`src/hdl/sql_statement_splitter_defines.svh`:
```
// ----------------------------------------------------------------------------
// sql_statement_splitter_defines.svh
// Assertion macros shared by the statement splitter modules.
// ----------------------------------------------------------------------------
`ifndef SQL_STATEMENT_SPLITTER_DEFINES_SVH
`define SQL_STATEMENT_SPLITTER_DEFINES_SVH

// Same-cycle implication, checked on clk and disabled during reset.
`define SSS_ASSERT_IMPLY(label, ante, cons, msg) \
    label: assert property (@(posedge clk) disable iff (!rst_n) (ante) |-> (cons)) \
        else $error(msg);

// Next-cycle implication, checked on clk and disabled during reset.
`define SSS_ASSERT_NEXT(label, ante, cons, msg) \
    label: assert property (@(posedge clk) disable iff (!rst_n) (ante) |=> (cons)) \
        else $error(msg);

`endif

```
`src/hdl/sss_pkg.sv`:
```
// ----------------------------------------------------------------------------
// sss_pkg
// Types, character codes and helpers shared by the statement splitter.
// ----------------------------------------------------------------------------
package sss_pkg;

    // Character codes that steer the splitter.
    localparam logic [7:0] CH_SEMI      = 8'h3B;
    localparam logic [7:0] CH_LBRACE    = 8'h7B;
    localparam logic [7:0] CH_RBRACE    = 8'h7D;
    localparam logic [7:0] CH_HASH      = 8'h23;
    localparam logic [7:0] CH_BACKSLASH = 8'h5C;
    localparam logic [7:0] CH_NEWLINE   = 8'h0A;
    localparam logic [7:0] CH_SQUOTE    = 8'h27;
    localparam logic [7:0] CH_DQUOTE    = 8'h22;
    localparam logic [7:0] CH_SPACE     = 8'h20;
    localparam logic [7:0] CH_TAB       = 8'h09;
    localparam logic [7:0] CH_VTAB      = 8'h0B;
    localparam logic [7:0] CH_FORMFEED  = 8'h0C;
    localparam logic [7:0] CH_CR        = 8'h0D;

    // Input word kinds.
    localparam logic KIND_DATA = 1'b0;
    localparam logic KIND_EOI  = 1'b1;

    // Quoting mode of the current statement.
    typedef enum logic [2:0] {
        QUOTE_NONE   = 3'b001,
        QUOTE_SINGLE = 3'b010,
        QUOTE_DOUBLE = 3'b100
    } sss_quote_t;

    // Byte skipping mode: escape pending or inside a comment.
    typedef enum logic [2:0] {
        SKIP_NONE    = 3'b001,
        SKIP_ESCAPE  = 3'b010,
        SKIP_COMMENT = 3'b100
    } sss_skip_t;

    // One result word.
    typedef struct packed {
        logic [7:0] ch;
        logic       last;
        logic       end_of_input;
        logic       drop_partial;
        logic       quote_newline_warn;
    } sss_word_t;

    // Result word handed from the classifier to the result queue.
    typedef struct packed {
        logic      valid;
        sss_word_t word;
    } sss_push_t;

    // Whitespace that is trimmed before a statement starts.
    function automatic logic is_blank(input logic [7:0] c);
        logic blank;
        blank = c inside {CH_SPACE, CH_TAB, CH_NEWLINE, CH_VTAB, CH_FORMFEED, CH_CR};
        return blank;
    endfunction

    // Statement terminators outside quotes.
    function automatic logic is_terminator(input logic [7:0] c);
        logic term;
        term = c inside {CH_SEMI, CH_LBRACE, CH_RBRACE};
        return term;
    endfunction

endpackage

```
`src/hdl/sql_statement_splitter.sv`:
```
// ----------------------------------------------------------------------------
// sql_statement_splitter
// Cuts a byte stream into SQL statements and passes each kept byte out as
// one result word, marking terminators and end of input.
// ----------------------------------------------------------------------------
//  Channel  | Handshake    | Fields
//  ---------+--------------+---------------------------------------------------
//  input    | push / full  | kind, byte_req
//  result   | pop / empty  | ch, last, end_of_input, drop_partial,
//           |              | quote_newline_warn
//
// One input word is taken per cycle; its result, if any, is readable from the
// queue in the next cycle. The classifier decides each word in the cycle it is
// accepted, and the result queue of DEPTH words sets how far the consumer may
// lag before full rises. Reset clears the statement state and empties the
// queue. full stays low while the queue has room, even while pop is held low.
// ----------------------------------------------------------------------------
module sql_statement_splitter
    import sss_pkg::*;
#(
    parameter int DEPTH = 4
)
(
    input  logic       clk,
    input  logic       rst_n,
    input  logic       push,
    output logic       full,
    input  logic       kind,
    input  logic [7:0] byte_req,
    output logic       empty,
    input  logic       pop,
    output logic [7:0] ch,
    output logic       last,
    output logic       end_of_input,
    output logic       drop_partial,
    output logic       quote_newline_warn
);

    logic      accept;
    sss_push_t result;
    sss_word_t head;

    assign accept = push && !full;

    // Front part: classification and statement state.
    sss_classify u_classify (
        .clk      (clk),
        .rst_n    (rst_n),
        .accept   (accept),
        .kind     (kind),
        .byte_req (byte_req),
        .result   (result)
    );

    // Back part: result queue toward the consumer.
    sss_result_queue #(
        .DEPTH (DEPTH)
    ) u_result_queue (
        .clk     (clk),
        .rst_n   (rst_n),
        .push_in (result),
        .pop     (pop),
        .full    (full),
        .empty   (empty),
        .head    (head)
    );

    assign ch                 = head.ch;
    assign last               = head.last;
    assign end_of_input       = head.end_of_input;
    assign drop_partial       = head.drop_partial;
    assign quote_newline_warn = head.quote_newline_warn;

endmodule

```
`src/hdl/sss_classify.sv`:
```
// ----------------------------------------------------------------------------
// sss_classify
// Front part: accepts input words, tracks quoting, escape and comment state,
// and decides which result word, if any, each input word produces.
// ----------------------------------------------------------------------------
module sss_classify
    import sss_pkg::*;
(
    input  logic       clk,
    input  logic       rst_n,
    input  logic       accept,
    input  logic       kind,
    input  logic [7:0] byte_req,
    output sss_push_t  result
);

`include "sql_statement_splitter_defines.svh"

    sss_quote_t quote_reg, quote_next;
    sss_skip_t  skip_reg, skip_next;
    logic       at_start_reg, at_start_next;
    logic       warned_reg, warned_next;
    logic       emit;
    sss_word_t  word;

    // Per-word decision and next statement state.
    always_comb
    begin
        quote_next    = quote_reg;
        skip_next     = skip_reg;
        at_start_next = at_start_reg;
        warned_next   = warned_reg;
        emit          = 1'b0;
        word          = '0;

        if (kind == KIND_EOI)
        begin
            // End of input: report whether a partial statement was emitted.
            emit              = 1'b1;
            word.end_of_input = 1'b1;
            word.drop_partial = !at_start_reg;
            quote_next        = QUOTE_NONE;
            skip_next         = SKIP_NONE;
            at_start_next     = 1'b1;
            warned_next       = 1'b0;
        end
        else
        begin
            case (skip_reg)
                SKIP_ESCAPE:
                begin
                    // The escaped byte passes through raw.
                    skip_next     = SKIP_NONE;
                    emit          = 1'b1;
                    word.ch       = byte_req;
                    at_start_next = 1'b0;
                end
                SKIP_COMMENT:
                begin
                    if (byte_req == CH_NEWLINE)
                    begin
                        skip_next = SKIP_NONE;
                    end
                end
                default:
                begin
                    if (byte_req == CH_NEWLINE)
                    begin
                        // Newline becomes a space; the first one inside quotes warns.
                        if (quote_reg != QUOTE_NONE && !warned_reg)
                        begin
                            warned_next             = 1'b1;
                            word.quote_newline_warn = 1'b1;
                        end
                        word.ch = CH_SPACE;
                        if (!at_start_reg)
                        begin
                            emit          = 1'b1;
                            at_start_next = 1'b0;
                        end
                    end
                    else if (byte_req == CH_BACKSLASH)
                    begin
                        skip_next     = SKIP_ESCAPE;
                        emit          = 1'b1;
                        word.ch       = byte_req;
                        at_start_next = 1'b0;
                    end
                    else if (quote_reg == QUOTE_NONE && is_terminator(byte_req))
                    begin
                        // Terminator closes the statement and clears its state.
                        emit          = 1'b1;
                        word.ch       = byte_req;
                        word.last     = 1'b1;
                        quote_next    = QUOTE_NONE;
                        skip_next     = SKIP_NONE;
                        at_start_next = 1'b1;
                        warned_next   = 1'b0;
                    end
                    else if (quote_reg == QUOTE_NONE && byte_req == CH_HASH)
                    begin
                        skip_next = SKIP_COMMENT;
                    end
                    else
                    begin
                        // Quote tracking, then the leading whitespace trim.
                        if (quote_reg == QUOTE_NONE)
                        begin
                            if (byte_req == CH_SQUOTE)
                            begin
                                quote_next = QUOTE_SINGLE;
                            end
                            else if (byte_req == CH_DQUOTE)
                            begin
                                quote_next = QUOTE_DOUBLE;
                            end
                        end
                        else if ((quote_reg == QUOTE_SINGLE && byte_req == CH_SQUOTE) ||
                                 (quote_reg == QUOTE_DOUBLE && byte_req == CH_DQUOTE))
                        begin
                            quote_next = QUOTE_NONE;
                        end
                        word.ch = byte_req;
                        if (!(at_start_reg && is_blank(byte_req)))
                        begin
                            emit          = 1'b1;
                            at_start_next = 1'b0;
                        end
                    end
                end
            endcase
        end
    end

    // Statement state advances only on an accepted word.
    always_ff @(posedge clk or negedge rst_n)
    begin
        if (!rst_n)
        begin
            quote_reg    <= QUOTE_NONE;
            skip_reg     <= SKIP_NONE;
            at_start_reg <= 1'b1;
            warned_reg   <= 1'b0;
        end
        else if (accept)
        begin
            quote_reg    <= quote_next;
            skip_reg     <= skip_next;
            at_start_reg <= at_start_next;
            warned_reg   <= warned_next;
        end
    end

    assign result.valid = accept && emit;
    assign result.word  = word;

    // End of input returns every piece of statement state to its reset value.
    `SSS_ASSERT_NEXT(a_eoi_clears, accept && kind == KIND_EOI, at_start_reg && !warned_reg && quote_reg == QUOTE_NONE && skip_reg == SKIP_NONE, "end of input did not clear statement state")
    // A terminator starts a fresh statement.
    `SSS_ASSERT_NEXT(a_last_restarts, result.valid && result.word.last, at_start_reg && quote_reg == QUOTE_NONE, "terminator did not restart the statement")
    // The quote newline warning is given once and then remembered.
    `SSS_ASSERT_IMPLY(a_warn_once, result.valid && result.word.quote_newline_warn, !warned_reg && quote_reg != QUOTE_NONE, "quote newline warning repeated")

endmodule

```
`src/hdl/sss_result_queue.sv`:
```
// ----------------------------------------------------------------------------
// sss_result_queue
// Back part: a short queue of result words that decouples the classifier
// from the consumer and presents the oldest word on its outputs.
// ----------------------------------------------------------------------------
module sss_result_queue
    import sss_pkg::*;
#(
    parameter int DEPTH = 4
)
(
    input  logic      clk,
    input  logic      rst_n,
    input  sss_push_t push_in,
    input  logic      pop,
    output logic      full,
    output logic      empty,
    output sss_word_t head
);

`include "sql_statement_splitter_defines.svh"

    localparam int AW = (DEPTH > 1) ? $clog2(DEPTH) : 1;
    localparam int CW = $clog2(DEPTH + 1);

    sss_word_t       mem [DEPTH];
    logic [AW-1:0]   wr_ptr_reg, wr_ptr_next;
    logic [AW-1:0]   rd_ptr_reg, rd_ptr_next;
    logic [CW-1:0]   count_reg, count_next;
    logic            push_en;
    logic            pop_en;

    assign full    = (count_reg == CW'(DEPTH));
    assign empty   = (count_reg == '0);
    assign push_en = push_in.valid;
    assign pop_en  = pop && !empty;
    assign head    = mem[rd_ptr_reg];

    // Pointer wrap and occupancy.
    always_comb
    begin
        wr_ptr_next = wr_ptr_reg;
        rd_ptr_next = rd_ptr_reg;
        count_next  = count_reg;
        if (push_en)
        begin
            wr_ptr_next = (wr_ptr_reg == AW'(DEPTH - 1)) ? '0 : wr_ptr_reg + 1'b1;
        end
        if (pop_en)
        begin
            rd_ptr_next = (rd_ptr_reg == AW'(DEPTH - 1)) ? '0 : rd_ptr_reg + 1'b1;
        end
        if (push_en && !pop_en)
        begin
            count_next = count_reg + 1'b1;
        end
        else if (pop_en && !push_en)
        begin
            count_next = count_reg - 1'b1;
        end
    end

    // Control registers.
    always_ff @(posedge clk or negedge rst_n)
    begin
        if (!rst_n)
        begin
            wr_ptr_reg <= '0;
            rd_ptr_reg <= '0;
            count_reg  <= '0;
        end
        else
        begin
            wr_ptr_reg <= wr_ptr_next;
            rd_ptr_reg <= rd_ptr_next;
            count_reg  <= count_next;
        end
    end

    // Word storage.
    always_ff @(posedge clk)
    begin
        if (push_en)
        begin
            mem[wr_ptr_reg] <= push_in.word;
        end
    end

    // Occupancy never passes the depth.
    `SSS_ASSERT_IMPLY(a_count_bound, 1'b1, count_reg <= CW'(DEPTH), "queue count above depth")
    // The front never pushes into a full queue.
    `SSS_ASSERT_IMPLY(a_no_overrun, push_en, !full, "push into a full result queue")
    // Without traffic the occupancy holds.
    `SSS_ASSERT_NEXT(a_count_idle, !push_en && !pop_en, count_reg == $past(count_reg), "queue count moved without traffic")

endmodule
```
`config.mk`:
```
export PLATFORM = sky130hd
export DESIGN_NAME = sql_statement_splitter
export DESIGN_NICKNAME = d
export VERILOG_FILES = /design/src/hdl/sss_pkg.sv /design/src/hdl/sql_statement_splitter.sv /design/src/hdl/sss_classify.sv /design/src/hdl/sss_result_queue.sv
export VERILOG_INCLUDE_DIRS = /design/src /design/src/hdl
export SDC_FILE = /design/constraint.sdc
export NUM_CORES = 1
export LEC_CHECK = 0
export BUFFER_PORTS_ARGS = -buffer_cell sky130_fd_sc_hd__buf_2
export CAP_MARGIN = 10
export CORE_MARGIN = 5
export CORE_UTILIZATION = 45
export CTS_BUF_LIST = sky130_fd_sc_hd__clkbuf_4
export CTS_CLUSTER_DIAMETER = 100
export CTS_CLUSTER_SIZE = 40
export DETAILED_ROUTE_END_ITERATION = 8
export SETUP_SLACK_MARGIN = 0.02
export SLEW_MARGIN = 20
export SYNTH_ARGS = -nofsm -noshare
export SYNTH_HDL_FRONTEND = slang
export SYNTH_SLANG_ARGS = --single-unit
```
`constraint.sdc`:
```
create_clock -name clk -period 3.4 [get_ports clk]
set_input_delay 0 -clock clk [delete_from_list [all_inputs] [get_ports clk]]
set_output_delay 0 -clock clk [all_outputs]
set_load 0.01 [all_outputs]
```
==> summary.txt, run 1 <==
Detailed routing
  • Drt wl/cell: 17.6 µm
  • ANT nets after route: 0
  • Vias per cell: 5.63
  • WL final: 5.99 mm
  • Initial DRC Count: 60
  • Vias: 1913
  • DR pass1 iterations: 4
  • DRC viols: 0

Clocking
  • Cts bufs inserted: 9
  • H-Tree Depth: 3
  • CTS root buf: clkbuf_4
  • Longest Clk Path Bufs: 2
  • Clk sinks: 63
  • Clk_lat worst skew: 0.40 ns
  • CTS tree: done
  • Post-CTS setup buffers: 0
  • CTS clk-pin slew, worst paths: 0.12 ns
  • Post-CTS Resized: 0
  • Post-CTS Hold Buffers: 2

Layout
  • Share of cells above drive strength 1: 29.6%
  • Post-route insts no fill: 340
  • # diodes: 0
  • Largest register FFs: 48
  • Area of the multi-input gates: 0.00121 mm²
  • Storage cell area: 0.00182 mm²
  • Reg with most FFs: u_result_queue.mem
  • Fin nets: 275
  • Area grow syn2layout: 11.3%
  • Number of fillers in the final layout: 584

Timing
  • Final critical-path share of the clock period: 86.1%
  • Final slew viol count: 0
  • Final Critical Period: 2.93 ns
  • Final setup violating endpoints: 0
  • Worst-Margin Slew: 0.844 ns
  • Total Neg Setup Slack: 0 ns
  • Achievable clock frequency: 0.341 GHz
  • RSZ-0062 raised after global routing: no
  • Fin Hold WS: 0.0174 ns
  • Rel. slew slack: 43.7%
  • Hold Vio Cnt, Final: 0
  • Setup Skew: 0.0192 ns

Yosys
  • Syn Inst Count: 226
  • Seq cells post-synth: 63
  • Synth Warn #: 0
  • Mean Syn Cell Area: 13.7 µm²
  • Mapped Area: 0.00311 mm²
  • Top FF cell, synth: edfxtp_1
  • Area share of the largest cell type after synthesis: 46.4%
  • Leading area contributor after synthesis: edfxtp_1
  • Syn nets: 246
  • Seq/Total Area, Yosys: 58.6%
  • Asr flop ratio synth: 23.8%
  • Synth area leaders: edfxtp_1, dfrtp_1, mux4_2
  • Post-synth EDFFs: 48
  • Post-synthesis cell type count: 57

Placement
  • Final GP Congestion: 0.838
  • Post-detail-place hpwl: 4.16 mm
  • DP Cell Count: 322
  • I/O Buffers: 26

Setup path
  • Worst r2r path cells: 8
  • Slowest-stage cell, CP: dfstp_2
  • Crit path DAT: 3.22 ns
  • Critical register-to-register path startpoint: u_classify.quote_reg[0]
  • CP endpoint: u_result_queue.count_reg[1]
  • Setup crit end kind: flip-flop
  • CP Max Fanout: 7
  • WS Path Type: reg2reg
  • Setup slack, reg-to-reg: 0.47 ns
  • Crit-path cells: or3b_2, nor4_2, or4_1, a22oi_4, ha_1, inv_1, fa_1, mux2_2
  • R2r endpoint: u_result_queue.count_reg[1]
  • Crit. Startpoint: u_classify.quote_reg[0]
  • Required time of the critical path: 3.69 ns
  • CP peak stage delay: 0.57 ns
  • Worst setup SP type: flip-flop

Floorplanning
  • Die X-Extent: 93.1 µm
  • # IOs: 27
  • Die H: 93.1 µm
  • Initial Utilization: 46.0%
  • Row cnt: 30
  • Area of the core: 0.00676 mm²
  • Die ar.: 0.00866 mm²

Pwr
  • VDD IR max: 410 µV
  • Final Power: 2440 µW
  • Cell Pwr Density: 706 mW/mm²
  • Static leakage: 0.00132 µW

Global route
  • Number of global-route vias before repair: 1942
  • Largest net degree at the start of global routing: 18
  • M1 GR Usage: 21.5%
  • First-pass GRT wire length: 10.1 mm
  • Routing usage on met2: 23.2%
  • Global routing usage on met3: 4.10%
  • Antenna violations before repair: 0
  • Total global-route track usage: 15.4%
  • Grt peak-use layer: met2
  • Total congestion overflow: 0

Worst hold path
  • Hold crit path type: in2async

Status
  • Status: finished clean

Job
  • Max-Cap Viols: 0
## power by group
group          switching [µW]  internal [µW]
Combinational             348            390
Sequential                148           1050
Clock                     284            225
Total                     780           1660
## layout by cell type, fill, tap and decap left out, types with 2 or more instances in the layout
cell and n:
nor3_1 7, dlygate4sd3_1 2, xor2_1 3, clkinvlp_4 2, a21o_1 6, mux2_4 2
clkbuf_4 9, nand3b_1 3, nand2b_1 6, nand2_1 7, edfxtp_1 48, mux4_2 12
nor2b_1 8, nor4_1 3, o21ai_0 9, or3b_2 2, ha_1 6, dfstp_2 3
a2111oi_0 2, inv_1 9, or2b_1 2, nor2_1 14, dfrtp_1 12, a21oi_1 8
mux2_2 2, or4_1 2, buf_2 26, xnor2_1 2, or2_2 2, and2_2 5
or4b_2 4, clkinv_2 2
## metal layers
| layer | wire, µm | vias to the layer above |
|---|---|---|
| met4 | 123 | 0 |
| li1 | - | 929 |
| met2 | 2780 | 41 |
| met5 | 0 | - |
| met1 | 2850 | 931 |
| met3 | 238 | 12 |
## synth_stat cells, types with 7 or more instances
| cell type | count |
|---|---|
| o21ai_0 | 9 |
| edfxtp_1 | 48 |
| dfrtp_1 | 12 |
| a21oi_1 | 8 |
| nand2_1 | 7 |
| nor2b_1 | 8 |
| inv_1 | 9 |
| clkbuf_1 | 8 |
| nor2_1 | 14 |
| nor3_1 | 7 |
| mux4_2 | 12 |
## worst min path at each step
stage	startpoint	endpoint	slack, ns
after floorplan	rst_n	u_classify.quote_reg[1]	-0.30
after global placement	rst_n	u_result_queue.count_reg[0]	-0.07
after detailed placement	rst_n	u_result_queue.count_reg[2]	-0.07
after CTS	rst_n	u_result_queue.rd_ptr_reg[0]	0.01
after global routing	rst_n	u_result_queue.rd_ptr_reg[0]	0.03
final	rst_n	u_result_queue.rd_ptr_reg[0]	0.02
## cell type report
type / instances / share of cell area, %
flip-flops and latches: 63 / 52.7
multi-input cells: 144 / 35.1
repair buffers: 28 / 4.34
well taps: 80 / 2.90
clock inverters: 7 / 2.10
clock buffers: 9 / 1.95
inverters: 9 / 0.977
## through the flow
stage          area [µm²]  utilization, %  setup slack (ns)
2_1_floorplan        3110               -             0.597
3_3_place_gp         3300            48.8             0.542
3_5_place_dp         3300            48.8             0.474
4_1_cts              3460            51.2             0.459
5_1_grt              3460            51.2             0.333
6_report             3460            51.2             0.471
## cell families after synthesis
logic type                 Yosys count  synth area share (%)
adders and majority gates            7                  3.06
DFF                                 63                  58.6
and+or+nand+nor                     75                  14.8
buffers and inverters               19                  2.34
xor gates and xnor gates             5                  1.41
AOI/OAI and AO/OA                   41                  9.39
muxes                               16                  10.4
## critical path: cells and delay by family (launching register included)
family | cells | cell delay, ns
multiplexers | 1 | 0.26
flip-flops | 1 | 0.57
buffers and inverters | 1 | 0.09
AO/OA/AOI/OAI | 1 | 0.12
AND/OR/NAND/NOR | 3 | 1.15
adder cells (fa/ha/maj) | 2 | 0.63
Note: power is estimated with default switching activity, not from simulation.
==> inputs of run 2 (changes only) <==
--- a/config.mk
+++ b/config.mk
@@ -14,7 +14,9 @@
 export CTS_CLUSTER_DIAMETER = 100
 export CTS_CLUSTER_SIZE = 40
 export DETAILED_ROUTE_END_ITERATION = 8
+export PLACE_DENSITY = 0.64
 export SETUP_SLACK_MARGIN = 0.02
+export SKIP_CTS_REPAIR_TIMING = 1
 export SLEW_MARGIN = 20
 export SYNTH_ARGS = -nofsm -noshare
 export SYNTH_HDL_FRONTEND = slang
==> run 2 against run 1 <==
Against the previous run:
- combinational power about the same
- hold slack better by 0.0043 ns
- register-to-register slack better by 0.02 ns
- highest routed layer unchanged
==> summary.txt, run 2 (same netlist as run 1, synthesis figures left out) <==
Timing
  • RSZ-0062 raised after global routing: no
  • Worst-Margin Slew: 0.844 ns
  • Total Neg Setup Slack: 0 ns
  • Setup Skew: 0.0168 ns
  • Final critical-path share of the clock period: 85.6%
  • Rel. slew slack: 43.7%
  • Achievable clock frequency: 0.343 GHz
  • Hold Vio Cnt, Final: 0
  • Final Critical Period: 2.91 ns
  • Final slew viol count: 0
  • Final setup violating endpoints: 0

Setup path
  • Crit path DAT: 3.19 ns
  • R2r endpoint: u_result_queue.count_reg[1]
  • CP peak stage delay: 0.56 ns
  • Top Family by Delay on Critical Path: simple AND/OR/NAND/NOR gates
  • Setup crit end kind: flip-flop
  • Critical register-to-register path startpoint: u_classify.quote_reg[0]
  • Required time of the critical path: 3.68 ns
  • Worst setup SP type: flip-flop
  • Crit. Startpoint: u_classify.quote_reg[0]
  • Slowest-stage cell, CP: dfstp_2
  • Setup slack, reg-to-reg: 0.49 ns
  • Worst r2r path cells: 8
  • CP endpoint: u_result_queue.count_reg[1]
  • Worst path bufs/invs: 1
  • WS Path Type: reg2reg
  • Worst path depth: 8
  • CP Max Fanout: 7
  • Crit-path cells: or3b_2, nor4_2, or4_1, a22oi_4, ha_1, inv_1, fa_1, mux2_2

Global route
  • Total congestion overflow: 0
  • Number of global-route vias before repair: 1936
  • Antenna violations before repair: 0
  • Total global-route track usage: 15.6%
  • First-pass GRT wire length: 10.1 mm
  • Largest net degree at the start of global routing: 18

Placement
  • Post-detail-place hpwl: 4.24 mm
  • I/O Buffers: 26
  • DP Area: 0.00330 mm²
  • Final GP Congestion: 0.840

Clocking
  • H-Tree Depth: 3
  • Longest Clk Path Bufs: 2
  • Clk sinks: 63
  • Clk_lat worst skew: 0.39 ns
  • CTS clk-pin slew, worst paths: 0.11 ns
  • CTS tree: done
  • CTS root buf: clkbuf_4
  • Cts bufs inserted: 9

Pwr
  • Cell Pwr Density: 705 mW/mm²
  • Final Power: 2430 µW
  • VDD IR max: 316 µV
  • Static leakage: 0.00132 µW

Detailed routing
  • Drt wl/cell: 17.9 µm
  • WL final: 6.10 mm
  • ANT nets after route: 0
  • DR pass1 iterations: 4
  • Vias: 1932
  • Initial DRC Count: 87
  • DRC viols: 0
  • Vias per cell: 5.68

Status
  • Status: finished clean

Layout
  • Area grow syn2layout: 11.1%
  • Most frequent cells in the layout: edfxtp_1, buf_2, nor2_1, mux4_2, dfrtp_1
  • Leading cell type in the layout, fill and taps excluded: edfxtp_1
  • Post-route cell area: 0.00345 mm²
  • Fin nets: 275
  • # diodes: 0
  • Largest register FFs: 48
  • Reg with most FFs: u_result_queue.mem
  • Share of cells above drive strength 1: 28.8%

Floorplanning
  • Row cnt: 30
  • Area of the core: 0.00676 mm²
  • Die H: 93.1 µm
  • Die ar.: 0.00866 mm²
  • Die X-Extent: 93.1 µm
  • # IOs: 27
  • Initial Utilization: 46.0%

Job
  • Max-Cap Viols: 0

Worst hold path
  • Hold crit path type: in2reg
[run 2: changes by cell type in the layout (fill, tap and decap cells not counted)]
cell	change
inv_6	-1
clkbuf_4	+2
clkinv_1	+2
clkinv_4	-1
clkinv_2	-1
clkinvlp_4	-1
[run 2: report_power, final]
group | switching [µW] | internal (µW)
registers | 149 | 1050
logic | 350 | 389
clock network | 262 | 235
total | 761 | 1670
[run 2: per-stage QoR]
step / setup slack (ns) / hold WS [ns] / std cells / util (%)
6_report: 0.489 / 0.0217 / 340 / 51.1
5_1_grt: 0.293 / 0.00793 / 340 / 51.1
4_1_cts: 0.488 / -0.503 / 338 / 50.8
3_5_place_dp: 0.506 / -0.0639 / 322 / 48.8
3_3_place_gp: 0.546 / -0.0679 / 322 / 48.8
2_1_floorplan: 0.597 / -0.296 / 226 / -
[run 2: cell type report]
| cell class | instances | area [µm²] |
|---|---|---|
| fill | 602 | 3310 |
| sequential | 63 | 1820 |
| multi-input combinational | 144 | 1210 |
| timing repair buffer | 28 | 150 |
| tap | 80 | 100 |
| clock buffer | 11 | 82.6 |
| clock inverter | 5 | 50.0 |
| inverter | 9 | 33.8 |
[run 2: how the worst min path moves through the flow]
stage	start	end	slack, ns	depth (start not counted)
final	pop	u_result_queue.rd_ptr_reg[0]	0.02	3
after global placement	rst_n	u_result_queue.count_reg[0]	-0.07	1
after CTS	rst_n	u_result_queue.count_reg[0]	-0.50	1
after detailed placement	rst_n	u_result_queue.count_reg[0]	-0.06	1
after floorplan	rst_n	u_classify.quote_reg[1]	-0.30	0
after global routing	pop	u_result_queue.rd_ptr_reg[0]	0.008	3
[run 2: metal layers]
layer	GRT usage, %	part of all wire, %	up-vias
li1	-	-	927
met4	6.47	1.1	0
met1	20.3	46	952
met2	25.0	49	46
met3	3.94	4.1	7
met5	0	0	-
[run 2: worst reg2reg max path, cell delays in order (launching register included)]
cell	delay, ns
dfstp_2	0.56
or3b_2	0.53
nor4_2	0.36
or4_1	0.24
a22oi_4	0.12
ha_1	0.25
inv_1	0.09
fa_1	0.38
mux2_2	0.27
==> inputs of run 3 (changes only) <==
==> constraint.sdc (replaced) <==
create_clock -name clk -period 3.2 [get_ports clk]
set_input_delay 0 -clock clk [delete_from_list [all_inputs] [get_ports clk]]
set_output_delay 0 -clock clk [all_outputs]
set_load 0.01 [all_outputs]
==> run 3 against run 2 <==
Against the previous run:
- clock skew grew 0.0031 ns
- register-to-register slack got worse by 0.18 ns
- clock power increased by 4.4%
- critical path type unchanged
==> summary.txt, run 3 (same netlist as run 1, synthesis figures left out) <==
Timing
  • Fin Hold WS: 0.0219 ns
  • Final Critical Period: 2.89 ns
  • Final setup violating endpoints: 0
  • Rel. slew slack: 42.9%
  • Hold Vio Cnt, Final: 0
  • Achievable clock frequency: 0.346 GHz
  • Final slew viol count: 0
  • Setup Skew: 0.0198 ns
  • Total Neg Setup Slack: 0 ns
  • Worst-Margin Slew: 0.856 ns
  • Final critical-path share of the clock period: 90.3%
  • RSZ-0062 raised after global routing: no

Setup path
  • WS Path Type: reg2reg
  • Crit-path cells: or3b_2, nand2_1, or4_1, a22oi_4, ha_1, inv_1, fa_1, xor2_1, nor2_1, xor2_1
  • CP Max Fanout: 7
  • Worst path bufs/invs: 1
  • Top Family by Delay on Critical Path: simple AND/OR/NAND/NOR gates
  • Setup crit end kind: flip-flop
  • R2r endpoint: u_result_queue.count_reg[2]
  • Crit path DAT: 3.21 ns
  • Critical register-to-register path startpoint: u_result_queue.count_reg[2]
  • Slowest-stage cell, CP: or4_1
  • Worst r2r path cells: 10
  • Crit. Startpoint: u_result_queue.count_reg[2]
  • CP peak stage delay: 0.62 ns
  • CP dominant cell by count: xor2_1
  • Worst path depth: 10
  • Required time of the critical path: 3.52 ns
  • Worst setup SP type: flip-flop
  • CP endpoint: u_result_queue.count_reg[2]
  • Setup slack, reg-to-reg: 0.31 ns

Worst hold path
  • Hold crit path type: in2reg
  • Hold depth: 3
  • HP Start: pop

Global route
  • Number of global-route vias before repair: 1905
  • Largest net degree at the start of global routing: 18
  • Antenna violations before repair: 0
  • Total congestion overflow: 0
  • First-pass GRT wire length: 9.57 mm
  • Total global-route track usage: 14.6%

Layout
  • Area grow syn2layout: 11.3%
  • Fin nets: 276
  • Most frequent cells in the layout: edfxtp_1, buf_2, nor2_1, mux4_2, dfrtp_1
  • Number of fillers in the final layout: 595
  • Share of cells above drive strength 1: 29.1%
  • # diodes: 0
  • Reg with most FFs: u_result_queue.mem
  • Leading cell type in the layout, fill and taps excluded: edfxtp_1
  • Largest register FFs: 48

Clocking
  • Cts bufs inserted: 9
  • Clk_lat worst skew: 0.39 ns
  • H-Tree Depth: 3
  • CTS clk-pin slew, worst paths: 0.11 ns
  • CTS tree: done
  • CTS root buf: clkbuf_4
  • Longest Clk Path Bufs: 2
  • Clk sinks: 63

Floorplanning
  • Die X-Extent: 93.1 µm
  • Initial Utilization: 46.0%
  • Row cnt: 30
  • # IOs: 27
  • Die ar.: 0.00866 mm²
  • Area of the core: 0.00676 mm²
  • Die H: 93.1 µm

Detailed routing
  • Vias: 1947
  • Drt wl/cell: 17.1 µm
  • DRC viols: 0
  • DR pass1 iterations: 4
  • Vias per cell: 5.71
  • ANT nets after route: 0
  • WL final: 5.83 mm
  • Initial DRC Count: 103

Job
  • Max-Cap Viols: 0

Status
  • Status: finished clean

Pwr
  • Cell Pwr Density: 745 mW/mm²
  • Static leakage: 0.00132 µW
  • VDD IR max: 411 µV

Placement
  • I/O Buffers: 26
  • Final GP Congestion: 0.840
  • Post-detail-place hpwl: 4.14 mm
## run 3: worst register-to-register path, cell delays in order, from the launching register on
cell	delay (ns)
dfrtp_1	0.42
or3b_2	0.21
nand2_1	0.11
or4_1	0.62
a22oi_4	0.29
ha_1	0.24
inv_1	0.07
fa_1	0.43
xor2_1	0.15
nor2_1	0.11
xor2_1	0.16
## run 3: how the worst min path moves through the flow
stage	to	slack [ns]
after floorplan	u_classify.quote_reg[1]	-0.30
after detailed placement	u_result_queue.count_reg[0]	-0.07
after global placement	u_result_queue.count_reg[0]	-0.07
after CTS	u_classify.skip_reg[2]	-0.50
after global routing	u_result_queue.rd_ptr_reg[0]	0.02
final	u_result_queue.rd_ptr_reg[0]	0.02
## run 3: area by class of cell
type	instances	area [µm²]	share of cell area [%]
Timing Repair Buffer	29	158	4.56
Multi-Input combinational cell	144	1210	35.1
Clock buffer	11	82.6	2.39
Inverter	9	33.8	0.977
Sequential cell	63	1820	52.7
Tap cell	80	100	2.90
Clock inverter	5	50.0	1.45
## run 3: metrics by stage
stage          utilization (%)  total power [µW]  cells  worst slack [ns]  area, µm²
2_1_floorplan                -              1830    226             0.397       3110
3_3_place_gp              48.9              2080    323             0.358       3300
3_5_place_dp              48.9              2100    323             0.320       3300
4_1_cts                   50.9              2620    339             0.291       3440
5_1_grt                   51.2              2730    341             0.147       3460
6_report                  51.2              2580    341             0.311       3460
## run 3: power breakdown
| group | total [µW] | leakage (µW) | internal [µW] | switching [µW] |
|---|---|---|---|---|
| clock | 519 | 0.0000719 | 250 | 269 |
| sequential | 1270 | 0.000636 | 1110 | 157 |
| combinational | 787 | 0.000612 | 415 | 372 |
| total | 2580 | 0.00132 | 1780 | 799 |
## run 3: metal layers
metal | vias to the layer above | routed length [µm] | track usage [%]
met5 | - | 0 | 0
met4 | 0 | 59 | 5.86
met3 | 5 | 222 | 3.46
met2 | 40 | 2890 | 23.5
met1 | 970 | 2660 | 19.0
li1 | 932 | - | -
